===== src/rtl/bra_pkg.sv =====
`timescale 1ns / 1ps
`default_nettype none
// ----------------------------------------------------------------------------
// bra_pkg: shared types and constants
// Store geometry, operation codes and the controller/datapath command and
// status bundles.
// ----------------------------------------------------------------------------
package bra_pkg;

	localparam int unsigned STORE_BYTES = 8192;
	localparam int unsigned STORE_BITS  = STORE_BYTES * 8;
	localparam int unsigned ADDR_W      = $clog2(STORE_BYTES);

	typedef logic [ADDR_W-1:0] addr_t;

	typedef enum logic [1:0] {
		OP_CLEAR = 2'd0,
		OP_GET   = 2'd1,
		OP_SET   = 2'd2,
		OP_ANY   = 2'd3
	} op_t;

	// controller -> datapath
	typedef struct packed {
		logic load;     // latch a request and work out its byte span
		logic step;     // advance the byte address
		logic wr_zero;  // write zero at the byte address
		logic scan_rd;  // read a byte for a range scan
		logic set_rd;   // read the byte to be modified
		logic set_wr;   // write back the modified byte
		logic out_load; // capture the accumulated answer
	} cmd_t;

	// datapath -> controller
	typedef struct packed {
		logic at_last;  // byte address has reached the last byte of the span
		logic empty;    // range holds no bit of the store
	} sts_t;

endpackage
`default_nettype wire


===== src/rtl/bra_ctrl.sv =====
`timescale 1ns / 1ps
`default_nettype none
// ----------------------------------------------------------------------------
// bra_ctrl: request sequencer
// Walks the clearing pass, the set read-modify-write and the range scan, and
// owns the response valid.
// ----------------------------------------------------------------------------
module bra_ctrl (
	input  wire logic          clk,
	input  wire logic          arst_n,
	input  wire logic          req_valid,
	input  wire logic [1:0]    req_mode,
	output logic               req_ready,
	input  wire logic          rsp_ready,
	output logic               rsp_valid,
	input  wire bra_pkg::sts_t sts,
	output bra_pkg::cmd_t      cmd
);

	typedef enum logic [6:0] {
		S_CLEAR  = 7'b0000001,
		S_IDLE   = 7'b0000010,
		S_SET_RD = 7'b0000100,
		S_SET_WR = 7'b0001000,
		S_SCAN   = 7'b0010000,
		S_DRAIN  = 7'b0100000,
		S_RESP   = 7'b1000000
	} state_t;

	state_t state_q;
	state_t state_d;
	logic   rsp_valid_q;
	logic   req_fire;

	assign req_ready = (state_q == S_IDLE);
	assign req_fire  = req_valid && req_ready;

	always_comb begin
		state_d = state_q;
		cmd     = '0;
		case (state_q)
			S_CLEAR: begin
				cmd.wr_zero = 1'b1;
				cmd.step    = 1'b1;
				if (sts.at_last) begin
					state_d = S_IDLE;
				end
			end
			S_IDLE: begin
				if (req_fire) begin
					cmd.load = 1'b1;
					case (bra_pkg::op_t'(req_mode))
						bra_pkg::OP_CLEAR: state_d = S_CLEAR;
						bra_pkg::OP_SET:   state_d = S_SET_RD;
						default:           state_d = S_SCAN;
					endcase
				end
			end
			S_SET_RD: begin
				cmd.set_rd = 1'b1;
				state_d    = S_SET_WR;
			end
			S_SET_WR: begin
				cmd.set_wr = 1'b1;
				state_d    = S_IDLE;
			end
			S_SCAN: begin
				if (sts.empty) begin
					state_d = S_RESP;
				end else begin
					cmd.scan_rd = 1'b1;
					cmd.step    = 1'b1;
					if (sts.at_last) begin
						state_d = S_DRAIN;
					end
				end
			end
			S_DRAIN: begin
				state_d = S_RESP;
			end
			S_RESP: begin
				if (!rsp_valid_q || rsp_ready) begin
					cmd.out_load = 1'b1;
					state_d      = S_IDLE;
				end
			end
			default: begin
				state_d = S_IDLE;
			end
		endcase
	end

	always_ff @(posedge clk or negedge arst_n) begin
		if (!arst_n) begin
			state_q     <= S_CLEAR;
			rsp_valid_q <= 1'b0;
		end else begin
			state_q <= state_d;
			if (cmd.out_load) begin
				rsp_valid_q <= 1'b1;
			end else if (rsp_ready) begin
				rsp_valid_q <= 1'b0;
			end
		end
	end

	assign rsp_valid = rsp_valid_q;

endmodule
`default_nettype wire

===== config.mk =====
export PLATFORM = sky130hd
export DESIGN_NAME = bra_ctrl
export DESIGN_NICKNAME = d
export VERILOG_FILES = /design/src/rtl/bra_pkg.sv /design/src/rtl/bra_ctrl.sv
export SDC_FILE = /design/constraint.sdc
export NUM_CORES = 1
export LEC_CHECK = 0
export BUFFER_PORTS_ARGS = -buffer_cell sky130_fd_sc_hd__buf_4
export CORE_MARGIN = 2
export CORE_UTILIZATION = 36
export DETAILED_ROUTE_END_ITERATION = 10
export HOLD_SLACK_MARGIN = 0.03
export PLACE_DENSITY = 0.65
export SETUP_SLACK_MARGIN = 0.02
export SYNTH_ARGS = -nofsm -noshare
export SYNTH_HDL_FRONTEND = slang
export SYNTH_SLANG_ARGS = --single-unit

===== constraint.sdc =====
create_clock -name clk -period 2.5 [get_ports clk]
set_clock_uncertainty 0.1 [all_clocks]
set_input_delay 0.125 -clock clk [delete_from_list [all_inputs] [get_ports clk]]
set_output_delay 0.125 -clock clk [all_outputs]
set_load 0.03 [all_outputs]

==> results of run 1 <==
==> per-layer routing <==
metal | vias up | global-route usage | wire length [um]
met5 | - | 0 | 0
met4 | 0 | 0.0438 | 2
met3 | 2 | 0.0733 | 106
met2 | 27 | 0.292 | 660
met1 | 247 | 0.166 | 509
li1 | 264 | - | -
==> cells in the mapped netlist <==
cell type / n
mux2i_1: 1
xor2_1: 1
a21oi_1: 2
nor3b_1: 3
a22oi_1: 1
inv_1: 2
nand2b_1: 3
nor2b_1: 1
nand3_1: 2
clkbuf_1: 2
inv_2: 1
nor4b_1: 1
nand4b_1: 1
o21ai_1: 1
o32ai_1: 1
nor4_1: 3
nand4_1: 2
dfrtp_1: 7
nor3_1: 3
and2_1: 2
dfstp_2: 1
nand2_1: 3
nand3b_1: 2
or4_4: 2
buf_6: 1
nor2_1: 6
o21ai_0: 2
a31oi_1: 1
and4b_1: 1
buf_4: 2
==> where the power goes <==
| group | total (W) | switching [W] | internal, W | leakage [nW] |
|---|---|---|---|---|
| Sequential | 0.000203 | 0.0000502 | 0.000153 | 0.105 |
| Clock | 0.000112 | 0.0000505 | 0.0000613 | 0.0150 |
| Combinational | 0.000282 | 0.000150 | 0.000132 | 0.230 |
| Total | 0.000596 | 0.000251 | 0.000345 | 0.350 |
==> critical path, stage by stage (launching register included) <==
cell	delay [ns]
dfrtp_1	0.47
or4_4	0.55
or4_4	0.51
nand2_1	0.08
buf_4	0.16
==> sequential cells by signal (all words and copies together) (netlist names) <==
| name | count |
|---|---|
| rsp_valid | 1 |
| state_q | 7 |
==> path summary, 6_finish.rpt <==
kind / cells past startpoint / endpoint
max: 4 / cmd[5]
min: 3 / rsp_valid
max reg2reg: 4 / state_q[0]
min reg2reg: 1 / state_q[3]
max in group asynchronous: 2 / state_q[0]
min in group asynchronous: 2 / rsp_valid
==> stage by stage <==
stage	total power [W]	setup WS, ns	utilization	cell area [sq um]	hold slack [ns]
after global routing	0.000645	0.167	0.532	709	0.0694
after global placement	0.000474	0.572	0.475	633	-0.151
after detailed placement	0.000473	0.555	0.475	633	-0.151
after CTS	0.000602	0.225	0.532	709	0.0691
final	0.000596	0.236	0.532	709	0.0718
after floorplan	0.000402	0.589	-	528	-0.271
==> layout by cell type (no fill, tap or decap) <==
| cell | netlist | layout |
|---|---|---|
| buf_4 | 2 | 16 |
| dfrtp_1 | 7 | 7 |
| nor2_1 | 6 | 6 |
| dlygate4sd3_1 | 0 | 5 |
| nand2b_1 | 3 | 3 |
| nor4_1 | 3 | 3 |
| nor3_1 | 3 | 3 |
| nand2_1 | 3 | 3 |
| nor3b_1 | 3 | 3 |
| clkbuf_4 | 0 | 3 |
| or4_4 | 2 | 2 |
| nand3b_1 | 2 | 2 |
| inv_1 | 2 | 2 |
| nand3_1 | 2 | 2 |
| nand4_1 | 2 | 2 |
| and2_1 | 2 | 2 |
| a21oi_1 | 2 | 2 |
| o21ai_0 | 2 | 2 |
| inv_2 | 1 | 1 |
| nand4b_1 | 1 | 1 |
| and4b_1 | 1 | 1 |
| nor2b_1 | 1 | 1 |
| o32ai_1 | 1 | 1 |
| o21ai_1 | 1 | 1 |
| nor4b_1 | 1 | 1 |
| xor2_1 | 1 | 1 |
| mux2i_1 | 1 | 1 |
| a22oi_1 | 1 | 1 |
| a31oi_1 | 1 | 1 |
| clkbuf_1 | 2 | 1 |
| dfstp_2 | 1 | 1 |
==> what timing repair did <==
action	in CTS	in global routing
hold buffers	5	0
hold endpoints to repair	12	0
setup endpoints to repair	0	0
==> cell type report <==
| cell class | count | area (sq um) |
|---|---|---|
| clock buffers | 4 | 26.3 |
| well taps | 15 | 18.8 |
| inverters | 3 | 11.3 |
| flip-flops and latches | 8 | 201 |
| fillers | 129 | 624 |
| repair buffers | 21 | 170 |
| multi-input cells | 45 | 282 |
==> kinds of logic (layout without fill, tap and decap cells) <==
group,after synthesis,count (layout),share of synthesized area
compound gates,8,8,0.0901
xor+xnor,1,1,0.0166
buf+inv,8,28,0.0853
flops,8,8,0.382
mux,1,1,0.0190
simple gates,35,35,0.408
==> results.ini, run 1 <==
[logic_synthesis]
synth_area_leaders=dfrtp_1, dfstp_2, nor2_1
ys_types=30
synth_top_cell_by_area=dfrtp_1
synth_area_per_cell_sq_um=8.66
synth_top_area_frac=0.332
syn_area_sq_um=528
syn-num-nets=69
synth_seq_area_share=0.382
synth-seq-cells=8
netlist_instances=61
yosysWarnings=0

[worst_setup_path]
worstPathMaxFanout=8
required_ns=2.28
rrSetupSlack_ns=0.56
crit_type=reg -> out
endpoint_kind=primary output
crit_arrival_ns=2.04
critPathLaunch=state_q[3]
r2r_start=state_q[6]
start_kind=flop

[clock_tree]
htree_levels=1
ctsResizeCount=0
cts_tree=done
clk_latency_ns=0.26
cts_inserted_buffers=3
clk_pin_slew_ns=0.07
cts.root.buffer_cell=clkbuf_4
cts_sinks=8
cts_buffer_depth=2
cts_setup_buffers=0

[power_and_ir_drop]
power.density_nw_per_um2=841
leakagePower_nw=0.350
vdd_drop_max_mv=0.396

[layout]
final_nets=90
drive_gt1_frac=0.284
area_growth_pct=34.4
instances_no_fill=96
n_antenna_cell=0

[grt]
gr-usage-all-layers=0.162
grt_max_degree=13
antenna_found_initial=0
grt_pass1_vias=521
grt_pass1_wl_mm=2.14
overflow=0

[floorplanning]
core_area_sq_um=1330
dieWidth_um=42.3
rows=13
die_area_sq_um=1790
ioPinCount=17
chipHeight_um=42.3
start_util=0.396

[timing]
grt_setup_unrepaired=no
tns_ns=0
fin_crit_ns=2.26
max_slew.worst_pin.slew_ns=0.391
period_share=0.906
slew_violations=0
max_freq_mhz=442
setup_viol=0
hold_violations=0
relSlewSlack=0.738

[placement]
io_buffers=16
dpl.cell_count=87
place_congestion=0.830
dp_hpwl_um=869

[detailed_routing]
num_vias=540
dr.pass1.iters=4
drt_iter0_markers=13
antenna_left=0
viasPerCell=5.63
wl_per_cell_um=13.3
routed_wl_mm=1.28
drcViolationCount=0

[min_path]
holdCritStartpoint=rsp_ready
worstHoldPathType=in -> reg

[run]
cap_viol_max_count=0

[outcome]
outcome=complete, no violations

Power figures use the tool's default switching activity.
==> inputs of run 2 (changes only) <==
--- a/config.mk
+++ b/config.mk
@@ -10,7 +10,7 @@
 export CORE_UTILIZATION = 36
 export DETAILED_ROUTE_END_ITERATION = 10
 export HOLD_SLACK_MARGIN = 0.03
-export PLACE_DENSITY = 0.65
+export PLACE_DENSITY = 0.67
 export SETUP_SLACK_MARGIN = 0.02
 export SYNTH_ARGS = -nofsm -noshare
 export SYNTH_HDL_FRONTEND = slang
==> constraint.sdc (replaced) <==
create_clock -name clk -period 1.84 [get_ports clk]
set_clock_uncertainty 0.1 [all_clocks]
set_input_delay 0.092 -clock clk [delete_from_list [all_inputs] [get_ports clk]]
set_output_delay 0.092 -clock clk [all_outputs]
set_load 0.03 [all_outputs]
==> run 2 against run 1 <==
Power rose by 45%. Critical path depth did not move. Clock power rose by 35%. The run now ends with setup timing left. Setup slack got worse by 0.53 ns. Global-route usage rose by 0.58 points. Register-to-register slack got worse by 0.56 ns. Wire length rose by 8.7%. First-iteration DRC count did not move. Worst hold slack got worse by 0.017 ns.
==> results.ini, run 2 (synthesis gave the netlist of run 1 again) <==
[layout]
final_nets=93
top_register=state_q
final_util=0.573
largest_register_ffs=7
final_common_cell=buf_4
most-common-layout-cells=buf_4, dfrtp_1, nor2_1
area_growth_pct=44.8
drive_gt1_frac=0.393
n_antenna_cell=0

[detailed_routing]
routed_wl_mm=1.39
drcViolationCount=0
dr.pass1.iters=4
drt_iter0_markers=13
wl_per_cell_um=14.0
num_vias=538
viasPerCell=5.43
antenna_left=0

[worst_setup_path]
worstPathMaxFanout=3
path_cells=or4_4 -> or4_4 -> nand2_2 -> buf_6
crit_type=reg -> out
cp_num_cells=4
required_ns=1.65
slowest_delay_ns=0.54
crit_top_cell=or4_4
path_delay_family=simple AND/OR/NAND/NOR gates
critPathLaunch=state_q[2]
crit_arrival_ns=1.94
rrSetupSlack_ns=0
reg2regPathDepth=4
crit_slowest_cell=or4_4
endpoint_kind=primary output
r2r_start=state_q[2]
crit_buf_inv=1
start_kind=flop

[power_and_ir_drop]
leakagePower_nw=0.372
vdd_drop_max_mv=0.650
power.density_nw_per_um2=1130

[grt]
gr-usage-all-layers=0.167
overflow=0
grt_max_degree=12
grt_pass1_wl_mm=2.29
antenna_found_initial=0
grt_pass1_vias=557

[clock_tree]
cts.root.buffer_cell=clkbuf_4
cts_inserted_buffers=3
clk_latency_ns=0.26
cts_tree=done
cts_setup_buffers=0
cts_sinks=8
clk_pin_slew_ns=0.06
htree_levels=1
cts_buffer_depth=2

[floorplanning]
dieWidth_um=42.3
start_util=0.396
rows=13
core_area_sq_um=1330
ioPinCount=17
chipHeight_um=42.3
die_area_sq_um=1790

[placement]
io_buffers=16
place_congestion=0.785
dp_hpwl_um=980

[timing]
setup_viol=2
grt_setup_unrepaired=yes
period_share=1.16
max_freq_mhz=468
fin_crit_ns=2.13
max_slew.worst_pin.slew_ns=0.312
hold_violations=0
hold_slack_ns=0.0552
slew_violations=0
worst_slack_ns=-0.295
relSlewSlack=0.790

[run]
cap_viol_max_count=0

[min_path]
holdCritStartpoint=rsp_ready
hold_depth=3
worstHoldPathType=in -> reg

[outcome]
outcome=complete, but fails checks
violations=setup timing

[run 2: cell types whose count changed in the layout (fill, tap and decap cells not counted), sizes merged]
cell / delta
buf: +4
dlygate4sd3: -1
[run 2: worst register-to-register path: stages, from the launching register on]
cell	delay (ns)
dfrtp_1	0.41
or4_4	0.54
or4_4	0.52
inv_2	0.08
and2_1	0.12
[run 2: layout make-up]
class | count | area (sq um)
multi-input combinational | 45 | 308
fill | 126 | 569
inverter | 3 | 11.3
tap | 15 | 18.8
sequential | 8 | 203
clock buffer | 4 | 26.3
timing repair buffer | 24 | 198
[run 2: routing by layer]
layer	up-vias	global-route usage	wire length [um]	part of all wire
met5	-	0	0	0
met1	259	0.207	629	0.45
met4	0	0.0375	0	0
met3	0	0.0474	62	0.045
li1	265	-	-	-
met2	14	0.286	697	0.50
[run 2: power by group]
group	switching [W]	internal [W]	total [W]
sequential	0.0000374	0.000208	0.000245
combinational	0.000257	0.000214	0.000471
clock	0.0000676	0.0000835	0.000151
total	0.000362	0.000505	0.000867
[run 2: path summary, 6_finish.rpt]
kind                                    to
worst max-delay path                cmd[5]
worst min-delay path             rsp_valid
worst max register to register  state_q[5]
worst min register to register  state_q[6]
max in group asynchronous       state_q[0]
min in group asynchronous       state_q[1]
[run 2: metrics by stage]
step                      cells  worst slack [ns]  power, W  TNS (ns)  cell area, sq um
final                        99            -0.295  0.000867    -0.578               764
after global routing         99            -0.321  0.000933    -0.650               764
after CTS                    99            -0.288  0.000847    -0.559               742
after detailed placement     91           -0.0114  0.000682   -0.0114               666
after global placement       91            0.0226  0.000675         0               666
after floorplan              61           0.00496  0.000549         0               534
[run 2: repair_timing]
item / in CTS / in global routing
gates cloned: 0 / 0
hold endpoints to repair: 12 / 0
hold buffers: 4 / 0
endpoints found under the setup margin: 3 / 8
resized for setup: 3 / 5
